File: src/hdl/tpd_pkg.sv
// Shared types, codes and constant tables for the traffic permutation destination unit.
package tpd_pkg;

   localparam int NODE_W   = 10;
   localparam int STATUS_W = 2;
   localparam int MODE_W   = 3;
   localparam int NBITS_W  = 4;
   localparam int RK_W     = 6;
   localparam int RX_W     = 3;
   localparam int COUNT_W  = 4;
   localparam int RADIX_W  = 9;
   localparam int RECIP_W  = 17;
   localparam int PROD_W   = 26;
   localparam int OFF_W    = 17;
   localparam int CSR_INDEX_W = 3;
   localparam int CSR_DATA_W  = 6;

   // Fixed point position of the reciprocal multiply.
   localparam int RECIP_SHIFT = 16;

   localparam logic [MODE_W-1:0] MODE_COMPLEMENT = 3'd0;
   localparam logic [MODE_W-1:0] MODE_TRANSPOSE  = 3'd1;
   localparam logic [MODE_W-1:0] MODE_REVERSE    = 3'd2;
   localparam logic [MODE_W-1:0] MODE_SHUFFLE    = 3'd3;
   localparam logic [MODE_W-1:0] MODE_TORNADO    = 3'd4;
   localparam logic [MODE_W-1:0] MODE_NEIGHBOR   = 3'd5;

   localparam logic [STATUS_W-1:0] ST_OK     = 2'd0;
   localparam logic [STATUS_W-1:0] ST_RANGE  = 2'd1;
   localparam logic [STATUS_W-1:0] ST_CONFIG = 2'd2;

   localparam logic [CSR_INDEX_W-1:0] CSR_PATTERN_MODE = 3'd0;
   localparam logic [CSR_INDEX_W-1:0] CSR_NODE_BITS    = 3'd1;
   localparam logic [CSR_INDEX_W-1:0] CSR_RADIX_K      = 3'd2;
   localparam logic [CSR_INDEX_W-1:0] CSR_RADIX_X      = 3'd3;
   localparam logic [CSR_INDEX_W-1:0] CSR_DIGIT_COUNT  = 3'd4;

   // ceil(2^16 / d); exact floor division of any 10-bit value by d after a
   // multiply and a shift by 16. Entry zero is never used in a good setup.
   localparam logic [RECIP_W-1:0] RECIP_TABLE [64] = '{
      17'd0,     17'd65536, 17'd32768, 17'd21846, 17'd16384, 17'd13108, 17'd10923, 17'd9363,
      17'd8192,  17'd7282,  17'd6554,  17'd5958,  17'd5462,  17'd5042,  17'd4682,  17'd4370,
      17'd4096,  17'd3856,  17'd3641,  17'd3450,  17'd3277,  17'd3121,  17'd2979,  17'd2850,
      17'd2731,  17'd2622,  17'd2521,  17'd2428,  17'd2341,  17'd2260,  17'd2185,  17'd2115,
      17'd2048,  17'd1986,  17'd1928,  17'd1873,  17'd1821,  17'd1772,  17'd1725,  17'd1681,
      17'd1639,  17'd1599,  17'd1561,  17'd1525,  17'd1490,  17'd1457,  17'd1425,  17'd1395,
      17'd1366,  17'd1338,  17'd1311,  17'd1286,  17'd1261,  17'd1237,  17'd1214,  17'd1192,
      17'd1171,  17'd1150,  17'd1130,  17'd1111,  17'd1093,  17'd1075,  17'd1058,  17'd1041
   };

   typedef struct packed {
      logic [RADIX_W-1:0] radix;
      logic [RADIX_W-1:0] add;
      logic [RECIP_W-1:0] recip_k;
      logic [RECIP_W-1:0] recip_x;
      logic [OFF_W-1:0]   limit;
      logic [COUNT_W-1:0] count;
   } cfg_type;

   typedef struct packed {
      logic [NODE_W-1:0]   src;
      logic [NODE_W-1:0]   bit_dest;
      logic [STATUS_W-1:0] bit_st;
      logic [NODE_W-1:0]   rest;
      logic [NODE_W-1:0]   quo;
      logic [PROD_W-1:0]   prod;
      logic [NODE_W-1:0]   qr;
      logic [OFF_W-1:0]    off;
      logic                sat;
      logic [NODE_W-1:0]   sumoff;
      logic [NODE_W-1:0]   wrapsum;
      logic                pend;
   } pipe_type;

   typedef struct packed {
      logic [NODE_W-1:0]   src;
      logic [NODE_W-1:0]   bit_dest;
      logic [STATUS_W-1:0] bit_st;
      logic [NODE_W-1:0]   addprod;
      logic [NODE_W-1:0]   wrapsum;
      logic [STATUS_W-1:0] dig_st;
   } fin_type;

   // Closes out a digit whose quotient is known. The new digit is
   // digit + add, less the radix when it wraps; a wrap takes one unit of the
   // next digit weight off the result, so only the wrap weights are summed.
   function automatic pipe_type finish_digit(pipe_type p, cfg_type c);
      pipe_type r;
      logic [NODE_W-1:0] digit;
      logic [NODE_W-1:0] sum;
      r = p;
      digit = p.rest - p.qr;
      sum = digit + {1'b0, c.add};
      if (p.pend) begin
         if (sum >= {1'b0, c.radix}) begin
            r.wrapsum = p.wrapsum + p.off[NODE_W-1:0];
         end
         r.pend = 1'b0;
      end
      return r;
   endfunction

endpackage

File: src/hdl/tpd_digit_slice.sv
// One radix digit of the digit patterns: three pipeline stages around two reciprocal multiplies.
module tpd_digit_slice #(
   parameter int SLICE_INDEX = 0
) (
   input  logic              clock,
   input  logic              reset,
   input  logic              advance,
   input  tpd_pkg::cfg_type  cfg,
   input  logic              in_valid,
   input  tpd_pkg::pipe_type in_data,
   output logic              out_valid,
   output tpd_pkg::pipe_type out_data
);
   import tpd_pkg::*;

   logic     active;
   pipe_type done;
   pipe_type a_in, a_ff, b_in, b_ff, c_in, c_ff;
   logic     a_valid_ff, b_valid_ff, c_valid_ff;
   logic [RADIX_W+OFF_W-1:0]  off_prod;
   logic [NODE_W+RECIP_W-1:0] div_prod;
   logic [NODE_W+RECIP_W-1:0] div_prod2;
   logic [NODE_W+RADIX_W-1:0] back_prod;

   assign active = cfg.count > COUNT_W'(SLICE_INDEX);

   // Stage A: retire the previous digit; when active, divide by k and advance the weight.
   always_comb begin
      done     = finish_digit(in_data, cfg);
      a_in     = done;
      off_prod = {{RADIX_W{1'b0}}, done.off} * {{OFF_W{1'b0}}, cfg.radix};
      div_prod = {{RECIP_W{1'b0}}, done.quo} * {{NODE_W{1'b0}}, cfg.recip_k};
      if (active) begin
         a_in.rest   = done.quo;
         a_in.prod   = div_prod[PROD_W-1:0];
         a_in.sumoff = done.sumoff + done.off[NODE_W-1:0];
         a_in.sat    = done.sat | (off_prod > {{RADIX_W{1'b0}}, cfg.limit});
         a_in.off    = off_prod[OFF_W-1:0];
      end
   end

   // Stage B: when active, divide the partial quotient by the concentration factor.
   always_comb begin
      b_in      = a_ff;
      div_prod2 = {{RECIP_W{1'b0}}, a_ff.prod[PROD_W-1:RECIP_SHIFT]}
                  * {{NODE_W{1'b0}}, cfg.recip_x};
      if (active) begin
         b_in.prod = div_prod2[PROD_W-1:0];
      end
   end

   // Stage C: when active, the quotient times the radix gives back the digit.
   always_comb begin
      c_in      = b_ff;
      back_prod = {{RADIX_W{1'b0}}, b_ff.prod[PROD_W-1:RECIP_SHIFT]}
                  * {{NODE_W{1'b0}}, cfg.radix};
      if (active) begin
         c_in.quo  = b_ff.prod[PROD_W-1:RECIP_SHIFT];
         c_in.qr   = back_prod[NODE_W-1:0];
         c_in.pend = 1'b1;
      end
   end

   always_ff @(posedge clock) begin
      if (reset) begin
         a_valid_ff <= 1'b0;
         b_valid_ff <= 1'b0;
         c_valid_ff <= 1'b0;
      end else if (advance) begin
         a_valid_ff <= in_valid;
         b_valid_ff <= a_valid_ff;
         c_valid_ff <= b_valid_ff;
      end
   end

   always_ff @(posedge clock) begin
      if (advance) begin
         a_ff <= a_in;
         b_ff <= b_in;
         c_ff <= c_in;
      end
   end

   assign out_valid = c_valid_ff;
   assign out_data  = c_ff;

endmodule

File: config.mk
export PLATFORM = sky130hd
export DESIGN_NAME = tpd_digit_slice
export DESIGN_NICKNAME = d
export VERILOG_FILES = /design/src/hdl/tpd_pkg.sv /design/src/hdl/tpd_digit_slice.sv
export SDC_FILE = /design/constraint.sdc
export NUM_CORES = 2
export LEC_CHECK = 0
export ABC_CLOCK_PERIOD_IN_PS = 10010
export BUFFER_PORTS_ARGS = -buffer_cell sky130_fd_sc_hd__buf_2
export CAP_MARGIN = 20
export CORE_ASPECT_RATIO = 0.9
export CORE_UTILIZATION = 45
export CTS_BUF_LIST = sky130_fd_sc_hd__clkbuf_16
export DETAILED_ROUTE_END_ITERATION = 10
export GPL_TIMING_DRIVEN = 1
export PLACE_DENSITY_LB_ADDON = 0.3
export REMOVE_ABC_BUFFERS = 1
export SYNTH_ARGS = -nofsm -noshare
export SYNTH_HDL_FRONTEND = slang
export SYNTH_SLANG_ARGS = --single-unit
export TNS_END_PERCENT = 100
File: constraint.sdc
create_clock -name clock -period 10.01 [get_ports clock]
set_clock_uncertainty 0.2 [all_clocks]
set_input_delay 2.002 -clock clock [delete_from_list [all_inputs] [get_ports clock]]
set_output_delay 2.002 -clock clock [all_outputs]
set_load 0.05 [all_outputs]
======== Yosys cells after proc, flatten, opt, wreduce, memory -nomap -nowiden ========
Index checks and enable logic that the tools add are counted.
operators by class
  add/subtract/negate cells ............... 4
  multipliers ............................. 4
  $lt $le $gt $ge ......................... 3
  mux-type cells .......................... 8
  bitwise logic cells ..................... 1
operators with widths
  operator                                                       count
  multiplier 10 x 17 -> 26 bit                                   2
  2-to-1 mux 26 bit                                              2
  2-to-1 mux 10 bit                                              4
  2-to-1 mux 28 bit                                              1
  greater-than comparator 26 x 17 -> 1 bit                       1
  multiplier 17 x 9 -> 26 bit                                    1
  adder 10 bit                                                   2
  2-to-1 mux 11 bit                                              1
  adder 10 x 9 -> 10 bit                                         1
  greater-or-equal comparator 10 x 9 -> 1 bit                    1
  multiplier 10 x 9 -> 10 bit                                    1
  subtractor 10 bit                                              1
  greater-than comparator 4 x 1 -> 1 bit, second input constant  1
  OR 1 bit                                                       1
word-level totals
  flip-flop bits (word level) ............. 354
  word-level logic and storage cells ...... 59

======== Longest topological paths before layout ========
  depth in word-level cells ............... 5
  mapped depth ............................ 26
  depth with buffers taken out ............ 24

======== Least setup slack after synthesis ========
OpenSTA, ideal clock, no wires.
  path type ............................... in2reg
  start point ............................. in cfg[64] (netlist name)
  end point ............................... reg a_ff[21] (netlist name), data pin
  library setup time ...................... 0.260 ns
  arrival ................................. 7.323 ns
  data required time ...................... 9.550 ns
  slack ................................... 2.227 ns
  stages .................................. 25
  path through ............................ clkbuf_1 > clkbuf_1 > nand2_1 > fa_1 > inv_1 > fa_1 > inv_1 > fa_1 > fa_1 > inv_1 > ha_1 > o21ai_0 > o211ai_1 > a21oi_1 > o21bai_1 > a21oi_1 > xnor2_1 > ha_1 > nand3_1 > or3_1 > o22ai_1 > a21oi_1 > a2111oi_2 > o2111a_1 > a21oi_1
RTL lines
  element                 line                   RTL
  start: declaration      tpd_digit_slice.sv:8   input tpd_pkg::cfg_type cfg,
  end signal: assignment  tpd_digit_slice.sv:78  a_ff <= a_in;
  end: declaration        tpd_digit_slice.sv:18  pipe_type a_in, a_ff, b_in, b_ff, c_in, c_ff;

==> metrics <==
clk slew on worst S/H paths=0.06 ns; Final Instance Count excl. Fillers=approximately 4000; synthesized area=30450 um2; IO Port Bufs=311; post-CTS setup buffer count=0; fin nets=3920; Longest Clk Path Bufs=3; routability cong.=approximately 0.89; Final WS setup=2.343 ns; outcome=completed; Mapped Avg Cell Area=between 10 and 15 um2; post-route ant nets=0; # setup viols final=0; detailed-routing iteration count for the pre-antenna-repair pass=5; RR Startpoint=a_ff[66]$_DFFE_PP_; asr flop ratio synth=0; placed cell count=3946; fraction of layout cells with a size suffix above 1=0.1275; number of global-route vias before repair=around 21000; Seq cells post-synth=about 350; Core ar.=about 67000 um2; final wirelength=71780 um; GRT busiest layer=met2; met1 global-route usage=0.2984; CP startpoint=cfg[64]; M2 GR Usage=0.3374; Hold Crit Class=flip-flop to flip-flop; clock latency on the worst-skew pair=0.58 ns; cells on worst reg2reg path=19; period utilization=0.7660; post-CTS resize count=0; grt ovf=0; Max Fclk=130.4 MHz; TritonCTS Buffers=40; number of distinct library cells after synthesis=67; Vias per Instance=between 5 and 6; Num Clock Sinks=352; RR Endpoint=b_ff[74]$_DFFE_PP_; Vias=just over 20000; design area=about 34000 um2; htree depth=2; GRT met3 Usage=0.04099; Root Buffer=clkbuf_16; class of the most critical setup path=primary input to flip-flop; Final Slew Violations=0; endpoints failing hold=0; Die H=248.8 um; DIE WIDTH=276.2 um; gr usage total=0.2127; post-layout min period=between 7 and 8 ns; WP data required=10.13 ns; sequential fraction of the synthesis area=0.3462; first-pass GRT wire length=114300 um; # rows=90; Startpoint Class=primary input; Hold EP=b_ff[80]$_DFFE_PP_; synth warn=0; worst reg-to-reg setup slack=3.29 ns; Post-synth EDFFs=349; RSZ-0062 raised after global routing=false; routed len/inst=17.85 um; Least-Margin Pin Slew=1.045 ns; Max Cap Viol=0; critical path arrival=7.79 ns; critical path peak fanout=29; Die ar.=68700 um2; Top-Level Pins=312; initial antenna violation count=7; CTS Hold Buffers Added=0; Util after Layout=0.5072; Post-Place Setup Slack=1.761 ns; placed cell area=32680 um2; DR iter-0 viols=approximately 1300; hold_sp=a_ff[80]$_DFFE_PP_; detailed placement HPWL=about 55000 um; hold path cells=0; Slew headroom=0.3034; drt drc=0; Mapped Cells=between 2000 and 3000; largest net degree at the start of global routing=174; crit end category=flip-flop; Post-synth top flop=edfxtp_1; Starting Density=0.4544; area grow syn2layout=11.61%; CTS tree=built
-- per-stage QoR --
stage               hold slack (ns)  TNS, ns
finish                       0.1842        0
global placement             0.2003        0
floorplan                    0.2003  -447.29
detailed placement           0.2045        0
global route                 0.1769        0
CTS                          0.1620        0
-- how the worst max path moves through the flow --
stage                                    end  slack (ns)  depth (start not counted)
after global placement    a_ff[21]$_DFFE_PP_        1.84                         25
after CTS                 a_ff[21]$_DFFE_PP_        2.33                         25
after global routing      a_ff[21]$_DFFE_PP_        2.01                         25
after detailed placement  a_ff[21]$_DFFE_PP_        1.76                         25
after floorplan           a_ff[20]$_DFFE_PP_       -5.52                          6
final                     a_ff[21]$_DFFE_PP_        2.34                         25
-- kinds of logic (layout without fill, tap and decap cells) --
| family | after synthesis | after routing | share of synthesized area |
|---|---|---|---|
| AO/OA/AOI/OAI | 299 | 299 | 0.06099 |
| XOR/XNOR | 98 | 98 | 0.02819 |
| adder cells (fa/ha/maj) | 612 | 612 | 0.3442 |
| buffers and inverters | 600 | 858 | 0.07401 |
| flip-flops | 352 | 352 | 0.3462 |
| multiplexers | 15 | 15 | 0.005302 |
| other | 0 | 3 | 0 |
| AND/OR/NAND/NOR | 910 | 910 | 0.1411 |
-- cell usage after synthesis (all sizes together), types with 33 or more instances --
cell type    n  area share
nor2        81       0.010
ha         236       0.097
edfxtp     349        0.34
a21o        33      0.0081
xor2        42       0.012
fa         376        0.25
inv        470       0.058
and2       235       0.048
a21oi       99       0.016
nand2      480       0.059
xnor2       56       0.016
clkbuf     123       0.015
o21ai       80       0.014
-- final cells by class --
| type | instances | area, um2 |
|---|---|---|
| tap | 874 | 1094 |
| clock buffer | 40 | 1001 |
| clock inverter | 32 | 297.8 |
| fill | 6142 | 33020 |
| multi-input combinational | 1934 | 17660 |
| inverter | 470 | 1767 |
| sequential | 352 | 10540 |
| timing repair buffer | 316 | 1617 |
| antenna | 3 | 7.507 |
-- worst max-delay path, cell delays in order --
cell and delay (ns):
buf_2 0.48, nand2_1 0.16, fa_1 0.57, inv_1 0.04, ha_1 0.28, ha_1 0.29
inv_1 0.05, fa_1 0.47, inv_1 0.04, ha_1 0.22, fa_1 0.48, a211oi_1 0.32
o211ai_1 0.18, a21oi_1 0.25, o21bai_1 0.10, a21oi_1 0.18, xnor2_1 0.11, ha_1 0.32
nand3_1 0.09, or3_1 0.31, o22ai_1 0.11, a21oi_1 0.08, a2111oi_2 0.34, o2111a_1 0.22
a21oi_1 0.06
-- registers in the layout, indices dropped and copies added (netlist names) --
name and count:
out_valid 1, out_data 117, a_valid_ff 1, a_ff 116
b_valid_ff 1, b_ff 116
-- metal layers --
| layer | vias up | part of all wire |
|---|---|---|
| met1 | 10280 | 0.45 |
| met3 | 95 | 0.070 |
| met4 | 10 | 0.024 |
| li1 | 9688 | - |
| met2 | 618 | 0.46 |
| met5 | - | 0.00091 |
-- layout by cell type (no fill, tap or decap), drive strengths merged, types with 8 or more instances in the layout --
master	netlist	routed
a21o	33	33
and2	235	235
nand3	21	21
nor2b	10	10
and3	8	8
o31ai	8	8
or3	11	11
a21oi	99	99
buf	7	316
o21bai	9	9
ha	236	236
inv	470	483
fa	376	376
clkbuf	123	40
nand4	8	8
edfxtp	349	349
clkinv	0	14
xor2	42	42
mux2	9	9
o21ai	80	80
xnor2	56	56
nor3	23	23
nand2b	9	9
o211ai	8	8
nor2	81	81
nand2	480	480
a211oi	14	14
Power is left out: the tool's default activity adds up to more than one toggle a clock period on the data nets, which glitch-free logic cannot reach.
